===== config.mk =====
export PLATFORM = sky130hd
export DESIGN_NAME = utf8_stream_decoder_top
export DESIGN_NICKNAME = d
export VERILOG_FILES = /design/src/hdl/utf8d_pkg.sv /design/src/hdl/utf8_stream_decoder_top.sv /design/src/hdl/utf8d_front.sv /design/src/hdl/utf8d_queue.sv /design/src/hdl/utf8d_back.sv
export SDC_FILE = /design/constraint.sdc
export NUM_CORES = 1
export LEC_CHECK = 0
export BUFFER_PORTS_ARGS = -buffer_cell sky130_fd_sc_hd__buf_2
export CAP_MARGIN = 20
export CELL_PAD_IN_SITES_DETAIL_PLACEMENT = 1
export CELL_PAD_IN_SITES_GLOBAL_PLACEMENT = 2
export CORE_MARGIN = 2
export CORE_UTILIZATION = 49
export CTS_CLUSTER_DIAMETER = 60
export DETAILED_ROUTE_END_ITERATION = 7
export PLACE_DENSITY = 0.84
export SLEW_MARGIN = 20
export SYNTH_ARGS = -nofsm -noshare
export SYNTH_HDL_FRONTEND = slang
export SYNTH_SLANG_ARGS = --single-unit

===== constraint.sdc =====
create_clock -name clock -period 8 [get_ports clock]
set_input_delay 1.6 -clock clock [delete_from_list [all_inputs] [get_ports clock]]
set_output_delay 1.6 -clock clock [all_outputs]
set_load 0.02 [all_outputs]

===== src/hdl/utf8d_pkg.sv =====
// shared types and constants of the utf-8 stream decoder
package utf8d_pkg;

   localparam int CP_W        = 21;
   localparam int USED_W      = 3;
   localparam int QUEUE_DEPTH = 4;
   localparam int QUEUE_PTR_W = $clog2(QUEUE_DEPTH);
   localparam int QUEUE_CNT_W = $clog2(QUEUE_DEPTH + 1);

   localparam logic [CP_W-1:0] REPLACEMENT_CP = 21'h00FFFD;
   localparam logic [CP_W-1:0] MAX_SCALAR     = 21'h10FFFF;
   localparam logic [CP_W-1:0] MIN_TWO_BYTE   = 21'h000080;
   localparam logic [CP_W-1:0] MIN_THREE_BYTE = 21'h000800;
   localparam logic [CP_W-1:0] MIN_FOUR_BYTE  = 21'h010000;
   localparam logic [CP_W-1:0] SURROGATE_LO   = 21'h00D800;
   localparam logic [CP_W-1:0] SURROGATE_HI   = 21'h00DFFF;

   localparam logic [USED_W-1:0] LEN_NONE  = 3'd0;
   localparam logic [USED_W-1:0] LEN_ONE   = 3'd1;
   localparam logic [USED_W-1:0] LEN_TWO   = 3'd2;
   localparam logic [USED_W-1:0] LEN_THREE = 3'd3;
   localparam logic [USED_W-1:0] LEN_FOUR  = 3'd4;

   // one request: a byte of text
   typedef struct packed {
      logic [7:0] in_byte;
      logic       end_of_text;
   } req_type;

   // one result: a code point or a replacement
   typedef struct packed {
      logic [CP_W-1:0]   code_point;
      logic              is_error;
      logic [USED_W-1:0] bytes_used;
      logic              run_last;
   } rsp_type;

   // work left for the back end by one request:
   // err_count replacements, then optionally one final result
   typedef struct packed {
      logic [USED_W-1:0] err_count;
      logic              has_final;
      logic [CP_W-1:0]   final_cp;
      logic              final_err;
      logic [USED_W-1:0] final_used;
   } cmd_type;

endpackage


===== src/hdl/utf8_stream_decoder_top.sv =====
// top level of the utf-8 stream decoder
//
// The req channel takes one byte of text per request, with end_of_text set
// on the last byte of a buffer to flush any partial sequence. The rsp channel
// gives one result per decoded scalar or per replacement, with bytes_used and
// run_last marking the last result caused by a byte.
// Both channels use valid/stall; a request moves when valid is high and stall
// is low. The front end decodes one byte per cycle while req_stall is low and
// writes a command into a four-entry queue; the back end expands commands
// into results. Throughput: one byte per cycle while each byte gives at most
// one result and rsp_stall is low. A byte that gives several results holds
// the back end's output register for each of them in turn, so error bursts
// (up to four replacements per byte) slow the flow. A result passes through
// the command queue, the back end's command stage and its output register.
// req_stall rises when the command queue is full, which happens only when
// rsp_stall holds the output or error bursts back up the queue.
// Reset (synchronous) clears the partial sequence, the queue and the output.
module utf8_stream_decoder_top (
   input  logic               clock,
   input  logic               reset,
   input  logic               req_valid,
   output logic               req_stall,
   input  utf8d_pkg::req_type req_data,
   output logic               rsp_valid,
   input  logic               rsp_stall,
   output utf8d_pkg::rsp_type rsp_data
);
   import utf8d_pkg::*;

   logic    accept;
   logic    push;
   cmd_type push_cmd;
   logic    q_full;
   logic    q_not_empty;
   logic    q_pop;
   cmd_type head_cmd;

   assign req_stall = q_full;
   assign accept    = req_valid && !q_full;

   // byte decode
   utf8d_front u_front (
      .clock    (clock),
      .reset    (reset),
      .accept   (accept),
      .req_data (req_data),
      .push     (push),
      .cmd      (push_cmd)
   );

   // command queue
   utf8d_queue u_queue (
      .clock     (clock),
      .reset     (reset),
      .push      (push),
      .push_cmd  (push_cmd),
      .pop       (q_pop),
      .full      (q_full),
      .not_empty (q_not_empty),
      .head_cmd  (head_cmd)
   );

   // result expansion
   utf8d_back u_back (
      .clock       (clock),
      .reset       (reset),
      .q_not_empty (q_not_empty),
      .q_cmd       (head_cmd),
      .q_pop       (q_pop),
      .rsp_valid   (rsp_valid),
      .rsp_stall   (rsp_stall),
      .rsp_data    (rsp_data)
   );

endmodule


===== src/hdl/utf8d_front.sv =====
// front end: takes bytes, tracks the partial sequence, emits result commands
module utf8d_front (
   input  logic              clock,
   input  logic              reset,
   input  logic              accept,
   input  utf8d_pkg::req_type  req_data,
   output logic              push,
   output utf8d_pkg::cmd_type  cmd
);
   import utf8d_pkg::*;

   logic [1:0]        pend_ff, pend_in;
   logic [USED_W-1:0] exp_ff, exp_in;
   logic [CP_W-1:0]   part_ff, part_in;

   logic [7:0]        b;
   logic              eot;
   logic              cont;
   logic [USED_W-1:0] count;
   logic [CP_W-1:0]   shifted;
   logic [CP_W-1:0]   min_val;
   logic              value_ok;
   logic              lead_ok;
   logic [USED_W-1:0] lead_len;
   logic [CP_W-1:0]   lead_val;

   assign b       = req_data.in_byte;
   assign eot     = req_data.end_of_text;
   assign cont    = (b[7:6] == 2'b10);
   assign count   = {1'b0, pend_ff} + LEN_ONE;
   assign shifted = {part_ff[CP_W-7:0], b[5:0]};

   // range checks on the completed value
   always_comb begin
      case (exp_ff)
         LEN_TWO:   min_val = MIN_TWO_BYTE;
         LEN_THREE: min_val = MIN_THREE_BYTE;
         default:   min_val = MIN_FOUR_BYTE;
      endcase
      value_ok = (shifted >= min_val) && (shifted <= MAX_SCALAR) &&
                 !((shifted >= SURROGATE_LO) && (shifted <= SURROGATE_HI));
   end

   // lead byte classification
   always_comb begin
      lead_ok  = 1'b1;
      lead_len = LEN_NONE;
      lead_val = '0;
      if (b[7:5] == 3'b110) begin
         lead_len = LEN_TWO;
         lead_val = {16'd0, b[4:0]};
      end else if (b[7:4] == 4'b1110) begin
         lead_len = LEN_THREE;
         lead_val = {17'd0, b[3:0]};
      end else if (b[7:3] == 5'b11110) begin
         lead_len = LEN_FOUR;
         lead_val = {18'd0, b[2:0]};
      end else begin
         lead_ok = 1'b0;
      end
   end

   // next sequence state and the command for the back end
   always_comb begin
      pend_in = pend_ff;
      exp_in  = exp_ff;
      part_in = part_ff;
      push    = 1'b0;
      cmd     = '0;
      if (accept) begin
         if ((exp_ff != LEN_NONE) && cont) begin
            if (count >= exp_ff) begin
               push = 1'b1;
               if (value_ok) begin
                  cmd.has_final  = 1'b1;
                  cmd.final_cp   = shifted;
                  cmd.final_used = exp_ff;
               end else begin
                  cmd.err_count = exp_ff;
               end
               pend_in = '0;
               exp_in  = LEN_NONE;
               part_in = '0;
            end else if (eot) begin
               push          = 1'b1;
               cmd.err_count = count;
               pend_in       = '0;
               exp_in        = LEN_NONE;
               part_in       = '0;
            end else begin
               pend_in = count[1:0];
               part_in = shifted;
            end
         end else begin
            // broken sequence: one replacement per pending byte
            if (exp_ff != LEN_NONE) begin
               push          = 1'b1;
               cmd.err_count = {1'b0, pend_ff};
               pend_in       = '0;
               exp_in        = LEN_NONE;
               part_in       = '0;
            end
            // decode this byte as a fresh start
            if (!b[7]) begin
               push           = 1'b1;
               cmd.has_final  = 1'b1;
               cmd.final_cp   = {13'd0, b};
               cmd.final_used = LEN_ONE;
            end else if (lead_ok && !eot) begin
               pend_in = 2'd1;
               exp_in  = lead_len;
               part_in = lead_val;
            end else begin
               push           = 1'b1;
               cmd.has_final  = 1'b1;
               cmd.final_cp   = REPLACEMENT_CP;
               cmd.final_err  = 1'b1;
               cmd.final_used = LEN_ONE;
            end
         end
      end
   end

   // sequence state registers
   always_ff @(posedge clock) begin
      if (reset) begin
         pend_ff <= '0;
         exp_ff  <= LEN_NONE;
         part_ff <= '0;
      end else begin
         pend_ff <= pend_in;
         exp_ff  <= exp_in;
         part_ff <= part_in;
      end
   end

endmodule


===== src/hdl/utf8d_queue.sv =====
// small command queue between the front and back ends
module utf8d_queue (
   input  logic               clock,
   input  logic               reset,
   input  logic               push,
   input  utf8d_pkg::cmd_type push_cmd,
   input  logic               pop,
   output logic               full,
   output logic               not_empty,
   output utf8d_pkg::cmd_type head_cmd
);
   import utf8d_pkg::*;

   cmd_type                  entry_ff [QUEUE_DEPTH];
   logic [QUEUE_PTR_W-1:0]   wr_ptr_ff, wr_ptr_in;
   logic [QUEUE_PTR_W-1:0]   rd_ptr_ff, rd_ptr_in;
   logic [QUEUE_CNT_W-1:0]   cnt_ff, cnt_in;

   assign full      = (cnt_ff == QUEUE_CNT_W'(QUEUE_DEPTH));
   assign not_empty = (cnt_ff != '0);
   assign head_cmd  = entry_ff[rd_ptr_ff];

   // pointers wrap naturally, depth is a power of two
   always_comb begin
      wr_ptr_in = push ? wr_ptr_ff + 1'b1 : wr_ptr_ff;
      rd_ptr_in = pop  ? rd_ptr_ff + 1'b1 : rd_ptr_ff;
      cnt_in    = cnt_ff;
      if (push && !pop) begin
         cnt_in = cnt_ff + 1'b1;
      end else if (pop && !push) begin
         cnt_in = cnt_ff - 1'b1;
      end
   end

   // control registers
   always_ff @(posedge clock) begin
      if (reset) begin
         wr_ptr_ff <= '0;
         rd_ptr_ff <= '0;
         cnt_ff    <= '0;
      end else begin
         wr_ptr_ff <= wr_ptr_in;
         rd_ptr_ff <= rd_ptr_in;
         cnt_ff    <= cnt_in;
      end
   end

   // entry storage
   always_ff @(posedge clock) begin
      if (push) begin
         entry_ff[wr_ptr_ff] <= push_cmd;
      end
   end

endmodule


===== src/hdl/utf8d_back.sv =====
// back end: expands commands into results and holds the output register
module utf8d_back (
   input  logic               clock,
   input  logic               reset,
   input  logic               q_not_empty,
   input  utf8d_pkg::cmd_type q_cmd,
   output logic               q_pop,
   output logic               rsp_valid,
   input  logic               rsp_stall,
   output utf8d_pkg::rsp_type rsp_data
);
   import utf8d_pkg::*;

   logic              cur_valid_ff, cur_valid_in;
   cmd_type           cur_ff, cur_in;
   logic [USED_W-1:0] err_left_ff, err_left_in;
   logic              out_valid_ff, out_valid_in;
   rsp_type           out_ff, out_in;

   logic              out_free;
   logic              adv;
   logic              cur_last;
   rsp_type           cur_rsp;

   assign out_free = !out_valid_ff || !rsp_stall;
   assign adv      = cur_valid_ff && out_free;

   // result that the current command gives next
   always_comb begin
      cur_rsp = '0;
      if (err_left_ff != '0) begin
         cur_last            = (err_left_ff == LEN_ONE) && !cur_ff.has_final;
         cur_rsp.code_point  = REPLACEMENT_CP;
         cur_rsp.is_error    = 1'b1;
         cur_rsp.bytes_used  = LEN_ONE;
      end else begin
         cur_last            = 1'b1;
         cur_rsp.code_point  = cur_ff.final_cp;
         cur_rsp.is_error    = cur_ff.final_err;
         cur_rsp.bytes_used  = cur_ff.final_used;
      end
      cur_rsp.run_last = cur_last;
   end

   // command stage and output register
   always_comb begin
      q_pop        = q_not_empty && (!cur_valid_ff || (adv && cur_last));
      cur_valid_in = cur_valid_ff;
      cur_in       = cur_ff;
      err_left_in  = err_left_ff;
      if (adv) begin
         if (cur_last) begin
            cur_valid_in = 1'b0;
         end else begin
            err_left_in = err_left_ff - 1'b1;
         end
      end
      if (q_pop) begin
         cur_valid_in = 1'b1;
         cur_in       = q_cmd;
         err_left_in  = q_cmd.err_count;
      end
      out_valid_in = out_valid_ff;
      out_in       = out_ff;
      if (out_free) begin
         out_valid_in = adv;
         out_in       = cur_rsp;
      end
   end

   // control registers
   always_ff @(posedge clock) begin
      if (reset) begin
         cur_valid_ff <= 1'b0;
         out_valid_ff <= 1'b0;
         err_left_ff  <= '0;
      end else begin
         cur_valid_ff <= cur_valid_in;
         out_valid_ff <= out_valid_in;
         err_left_ff  <= err_left_in;
      end
   end

   // payload registers
   always_ff @(posedge clock) begin
      cur_ff <= cur_in;
      out_ff <= out_in;
   end

   assign rsp_valid = out_valid_ff;
   assign rsp_data  = out_ff;

endmodule


Yosys cells after proc, flatten, opt, wreduce, memory -nomap -nowiden
Memories as Yosys holds them, arrays and structs flattened. A register that Yosys moved wholly into a read port is not among the register bits.
Cells that the tools add are included.
{"block": "word_totals", "ff_bits": 90, "ram_bits": 116, "out_inout_bits": 28, "word_cells": 135, "n_memories": 1}
{"block": "op_classes", "n_addsub": 6, "order_cmp": 5, "n_eq_ne": 10, "mux": 64, "reduce_logical": 32}
{"memory": "u_queue.entry_ff", "words": 4, "width": 29, "rd": 1, "rd_clocked_by_memory_dff": 1, "write_ports": 1, "line": "utf8d_queue.sv:14", "source": "cmd_type entry_ff [QUEUE_DEPTH];"}
{"cell": "2-to-1 mux 21 bit", "count": 8}
{"cell": "2-to-1 mux 22 bit", "count": 3}
{"cell": "2-to-1 mux 3 bit", "count": 22}
{"cell": "case mux 17 bit (2 select lines)", "count": 1}
{"cell": "2-to-1 mux 29 bit", "count": 1}
{"cell": "2-to-1 mux 26 bit", "count": 1}
{"cell": "2-to-1 mux 25 bit", "count": 1}
{"cell": ">= comparator 21 x 16 -> 1 bit, second input constant", "count": 1}
{"cell": ">= comparator 21 x 17 -> 1 bit", "count": 1}
{"cell": "<= comparator 21 x 16 -> 1 bit, second input constant", "count": 1}
{"cell": "<= comparator 21 bit, second input constant", "count": 1}
{"cell": "2-to-1 mux 1 bit", "count": 18}
{"cell": "2-to-1 mux 2 bit", "count": 9}
{"cell": "logical AND 1 bit", "count": 12}
{"cell": "logical NOT 1 bit", "count": 9}
{"cell": "nonzero test 3 bit", "count": 3}
{"cell": "equality test 3 x 2 -> 1 bit, second input constant", "count": 2}
{"cell": "equality test 3 bit, second input constant", "count": 2}
{"cell": "AND reduction 2 bit", "count": 3}
{"cell": "nonzero test 2 bit", "count": 3}
{"cell": "subtractor 3 x 1 -> 3 bit, second input constant", "count": 2}
{"cell": "equality test 5 bit, second input constant", "count": 1}
{"cell": "adder 2 x 1 -> 2 bit, second input constant", "count": 2}
{"cell": "equality test 4 bit, second input constant", "count": 1}
{"cell": "other kinds (8)", "count": 9}

Longest topological paths before layout
{"block": "logic_depth", "word_depth": 13, "depth_mapped": 11}

By module
A second synthesis with hierarchy kept.
{"block": "unflattened", "hier_cells": 500, "area_unflattened_um2": 8174.1}
{"mod": "utf8d_queue", "n_inst": 1, "cells_per_inst": 195, "area_per_inst_um2": 4623.2, "seq_area_each_um2": 3663.5}
{"mod": "utf8d_back", "n_inst": 1, "cells_per_inst": 127, "area_per_inst_um2": 2123.3, "seq_area_each_um2": 1661.6}
{"mod": "utf8d_front", "n_inst": 1, "cells_per_inst": 177, "area_per_inst_um2": 1413.9, "seq_area_each_um2": 400.4}
{"mod": "utf8_stream_decoder_top", "n_inst": 1, "cells_per_inst": 1, "area_per_inst_um2": 13.8, "seq_area_each_um2": 0.0}

Worst setup path before layout
OpenSTA, ideal clock, no wires.
{"block": "synth_timing", "kind": "input-to-reg", "startpoint": "in rsp_stall", "endpoint": "reg u_back.err_left_ff[1]", "setup_ns": 0.120, "arrival_time_ns": 3.827, "t_required_ns": 7.880, "setup_slack_ns": 4.053, "stages": 6, "cell_sequence": "nand2_1 -> o211ai_1 -> a21o_1 -> clkinv_1 -> and2_1 -> o31a_1"}
{"block": "synth_between", "elab_chain_len": 8, "elab_cells_between_ends": 10, "cone_classes": "1 x eq/ne; 1 x mux; 8 x reduce/logical"}
{"item": "start: declaration", "line": "utf8_stream_decoder_top.sv:25", "source": "input logic rsp_stall,"}
{"item": "logical NOT 1 bit *", "line": "utf8d_back.sv:25", "source": "assign out_free = !out_valid_ff || !rsp_stall;"}
{"item": "logical OR 1 bit *", "line": "utf8d_back.sv:25"}
{"item": "logical AND 1 bit *", "line": "utf8d_back.sv:26", "source": "assign adv = cur_valid_ff && out_free;"}
{"item": "logical AND 1 bit *", "line": "utf8d_back.sv:47", "source": "q_pop = q_not_empty && (!cur_valid_ff || (adv && cur_last));"}
{"item": "logical OR 1 bit *", "line": "utf8d_back.sv:47"}
{"item": "logical AND 1 bit *", "line": "utf8d_back.sv:47"}
{"item": "via q_pop", "line": "utf8_stream_decoder_top.sv:35", "source": "logic q_pop;"}
{"item": "inequality test 2 bit (no source line) or nonzero test 2 bit (tied branches)"}
{"item": "AND reduction 2 bit (no source line)"}
{"item": "end signal: assignment", "line": "utf8d_back.sv:80", "source": "err_left_ff <= err_left_in;"}
{"item": "end: declaration", "line": "utf8d_back.sv:16", "source": "logic [USED_W-1:0] err_left_ff, err_left_in;"}
Mark *: on every way through the listed nets, which the timed path passes. The rest lies on a longest branch.
A chain may end at the register's enable or synchronous reset.

Worst setup path in the final report
{"block": "layout_timing", "startpoint": "in rsp_stall", "endpoint": "reg u_queue.cnt_ff[2]"}
{"block": "layout_between", "elab_chain_len": 9, "elab_cells_between_ends": 11, "cone_classes": "1 x mux; 10 x reduce/logical"}
{"item": "logical NOT 1 bit *", "line": "utf8d_back.sv:25"}
{"item": "logical OR 1 bit *", "line": "utf8d_back.sv:25"}
{"item": "via u_back.out_free", "line": "utf8d_back.sv:20", "source": "logic out_free;"}
{"item": "logical AND 1 bit *", "line": "utf8d_back.sv:26"}
{"item": "logical AND 1 bit *", "line": "utf8d_back.sv:47"}
{"item": "logical OR 1 bit *", "line": "utf8d_back.sv:47"}
{"item": "logical AND 1 bit *", "line": "utf8d_back.sv:47"}
{"item": "logical NOT 1 bit", "line": "utf8d_queue.sv:28", "source": "if (push && !pop) begin"}
{"item": "logical AND 1 bit", "line": "utf8d_queue.sv:28"}
{"item": "2-to-1 mux 3 bit or nonzero test 2 bit (tied branches)"}
{"item": "end signal: assignment", "line": "utf8d_queue.sv:44", "source": "cnt_ff <= cnt_in;"}
{"item": "end: declaration", "line": "utf8d_queue.sv:17", "source": "logic [QUEUE_CNT_W-1:0] cnt_ff, cnt_in;"}
Marks and branches as above.

==> summary.md <==
| Metric | Value |
|---|---|
| DR pass1 iterations | `4` |
| WHS Endpoint | `u_back.rsp_data[1]$_SDFFCE_PP1P_` |
| Met2 Usage GRT | `33.68%` |
| FF+latch count, synth | `202` |
| Fin. max-slew vios | `0` |
| Drt initial violations | `247` |
| Final worst path period share | `44.79%` |
| Hold-fix buffers, CTS | `0` |
| Grt ovf | `0` |
| Row count | `47` |
| Net Count, Synth | `approximately 540` |
| Layout net count | `just under 600` |
| Final wirelength | `16,470 µm` |
| Async SR Flop Fraction | `0%` |
| Gate Count Post-Synth | `506` |
| Netlist cell types | `56` |
| Critical Path RT | `between 8 and 9 ns` |
| Avg WL per Cell | `20.98 µm` |
| Root Buffer | `clkbuf_16` |
| Worst r2r path cells | `7` |
| Crit path launch | `rsp_stall` |
| Register area share after synthesis | `70.49%` |
| RSZ-0062 raised after global routing | `false` |
| Slew margin rel. | `roughly 42%` |
| Largest net degree at the start of global routing | `33` |
| Outcome | `completed` |
| Power Density | `337.7 nW/µm²` |
| Worst min path class | `flip-flop to flip-flop` |
| Worst slew pin tran | `0.8667 ns` |
| GPL Wtd Cong | `0.8189` |
| Core box area | `16,410 µm²` |
| Ant diodes | `0` |
| DRC errors left | `0` |
| HPWL Detailed | `10,550 µm` |
| HP Start | `u_back.cur_ff[0]$_DFFE_PP_` |
| Worst R2R Start | `u_front.exp_ff[2]$_SDFFE_PP0P_` |
| IO Pins | `41` |
| CP Launch Type | `input port` |
| Routing usage on met3 | `between 2 and 3%` |
| CP endpoint kind | `flip-flop` |
| Vias in the first global route | `~4,900` |
| Final setup fails | `0` |
| Max Cap Viol | `0` |
| Clock latency on the worst-skew pair | `a little over 0.5 ns` |
| IO Port Bufs | `40` |
| Post-Syn Area per Cell | `roughly 16 µm²` |
| Worst-path fanout max | `27` |
| Clock Sink Count | `between 200 and 250` |
| Setup TNS | `0 ns` |
| Top_reg_cell synth | `edfxtp_1` |
| Crit path cell chain | `buf_2 -> nand2_2 -> o211ai_1 -> a21o_1 -> ha_1 -> inv_1 -> fa_1 -> xor2_1 -> or3_1 -> a21oi_1` |
| Post-route antenna net violation count | `0` |
| Depth of the CTS H-tree | `1` |
| Leak | `0.003225 µW` |
| Highest clock rate | `between 0.2 and 0.3 GHz` |
| Worst hold path depth | `1` |
| Biggest area consumer among synthesized cells | `edfxtp_1` |
| Worst Setup Path Type | `input port to flip-flop` |
| Die ar. | `~18,000 µm²` |
| Share of cells above drive strength 1 | `20.18%` |
| Top-area cell type share of the netlist area | `roughly 62%` |
| R2R setup slack | `4.61 ns` |
| Top cells by area, synth | `edfxtp_1 62%, dfxtp_1 8.4%, mux4_2 8.0%` |
| CTS Buf Count | `22` |
| Number of synthesized flops with an enable pin | `168` |
| TritonCTS clock tree | `done` |
| Synth cell count leaders | `168 x edfxtp_1, 34 x dfxtp_1, 33 x nor2_1` |
| Hold Vio Cnt, Final | `0` |
| Filler cells | `1,525` |
| Synthesized area | `8123 µm²` |
| Vias | `about 4,500` |
| Dominant cell by count in the synthesized netlist | `edfxtp_1` |
| Reg clk slew, reported paths | `0.06 ns` |
| Post-CTS Setup Inserts | `0` |
| Die span in x | `132.8 µm` |
| Grt peak-use layer | `met2` |
| Ys Warns | `0` |
| Clk buf depth | `3` |
| GRT Util Overall | `19.73%` |
| CP max stage delay | `0.38 ns` |
| Die Height | `132.8 µm` |
| Initial Util | `49.51%` |
| First-pass GRT wire length | `26,850 µm` |
| Finished Core Util | `55.94%` |
| Peak VDD IR | `between 0.15 and 0.2 mV` |
| Vias per cell | `5.713` |
| Resized Gates After CTS | `0` |
| Worst flop-to-flop path endpoint | `u_queue.entry_ff[0][17]$_DFFE_PP_` |
| Area delta synth->final | `12.99%` |
| Final setup skew | `approximately 0.018 ns` |
| Initial antenna violation count | `0` |
| Final Critical Period | `3.583 ns` |
| Slowest stage cell on the critical path | `nand2_2` |
| M1 GR Usage | `26.57%` |
| Critical path arrival | `around 4.0 ns` |
==> per-stage QoR <==
stage	instances	setup slack (ns)	power [µW]	hold slack (ns)	instance area, µm²
global route	785	4.212	3255	0.5172	9178
detailed placement	748	3.840	2223	0.4924	8513
floorplan	506	4.053	1998	0.4591	8123
global placement	748	3.626	2171	0.4688	8511
finish	785	4.417	3099	0.5031	9178
CTS	785	4.329	3146	0.5018	9170
==> cell families (layout without fill, tap and decap cells) <==
kind of cell    Yosys count  after routing  synth area share, %
xor+xnor                  4              4               0.4314
fa+ha+maj                16             16                2.557
compound gates           84             84                7.209
flops                   202            202                70.49
simple gates            134            134                8.980
mux                      31             31                8.287
buf+inv                  35             94                2.049
==> worst max-delay path: cells and delay by family <==
| family | cells | cell delay (ns) |
|---|---|---|
| adder cells (fa/ha/maj) | 2 | 0.62 |
| AND/OR/NAND/NOR | 2 | 0.70 |
| XOR/XNOR | 1 | 0.18 |
| buffers and inverters | 2 | 0.18 |
| AO/OA/AOI/OAI | 3 | 0.72 |
==> layer usage <==
layer / routed length, µm / vias up
met1: 7326 / 2299
met5: 0 / -
li1: - / 2055
met2: 8062 / 99
met4: 371 / 0
met3: 708 / 32
==> worst max-delay path by stage <==
stage | endpoint | slack (ns)
6_report | u_queue.cnt_ff[2]$_SDFFE_PP0P_ | 4.42
5_1_grt | u_queue.cnt_ff[2]$_SDFFE_PP0P_ | 4.21
4_1_cts | u_queue.cnt_ff[2]$_SDFFE_PP0P_ | 4.33
3_3_place_gp | u_queue.cnt_ff[2]$_SDFFE_PP0P_ | 3.63
3_5_place_dp | u_queue.cnt_ff[2]$_SDFFE_PP0P_ | 3.84
2_1_floorplan | u_back.err_left_ff[1]$_SDFFE_PP0P_ | 4.05
==> layout make-up <==
type	count	area [µm²]	area share (%)
inverter	15	56.30	0.6135
sequential	202	5731	62.44
multi-input combinational	269	2243	24.44
clock inverter	8	60.06	0.6544
tap	220	275.3	2.999
clock buffer	29	596.8	6.503
timing repair buffer	42	215.2	2.345
==> state kept, by name, summed over array words and instances (netlist names), named ones only <==
signal and count:
u_queue.entry_ff 116, u_front.pend_ff 2, u_back.cur_valid_ff 1, u_back.err_left_ff 3, u_queue.cnt_ff 3, u_back.cur_ff 26
u_back.rsp_data 26, u_front.exp_ff 3, u_queue.wr_ptr_ff 2, u_queue.rd_ptr_ff 2, u_back.rsp_valid 1, u_front.part_ff 15
==> layout by cell type (no fill, tap or decap), drive strengths merged, types with 2 or more instances in the layout <==
master / synthesis / routed
a211oi: 2 / 2
a21boi: 2 / 2
a21o: 9 / 9
a21oi: 20 / 20
a221oi: 3 / 3
a22o: 3 / 3
a22oi: 13 / 13
a31oi: 2 / 2
a32oi: 3 / 3
and2: 22 / 22
and3: 4 / 4
buf: 11 / 42
clkbuf: 9 / 29
clkinv: 1 / 7
dfxtp: 34 / 34
edfxtp: 168 / 168
ha: 15 / 15
inv: 14 / 15
mux2i: 2 / 2
mux4: 29 / 29
nand2: 17 / 17
nand2b: 21 / 21
nand3: 8 / 8
nand4: 2 / 2
nor2: 33 / 33
nor2b: 6 / 6
nor3: 6 / 6
nor4: 5 / 5
o21a: 2 / 2
o21ai: 13 / 13
o31a: 2 / 2
o31ai: 2 / 2
o41ai: 2 / 2
or3: 5 / 5
xnor2: 2 / 2
xor2: 2 / 2
==> report_power, final <==
part           switching (µW)  total [µW]  internal (µW)
Clock                     389         916            527
Combinational             377         643            266
Sequential                113        1540           1430
Total                     879        3100           2220
Power figures use the tool's default switching activity.
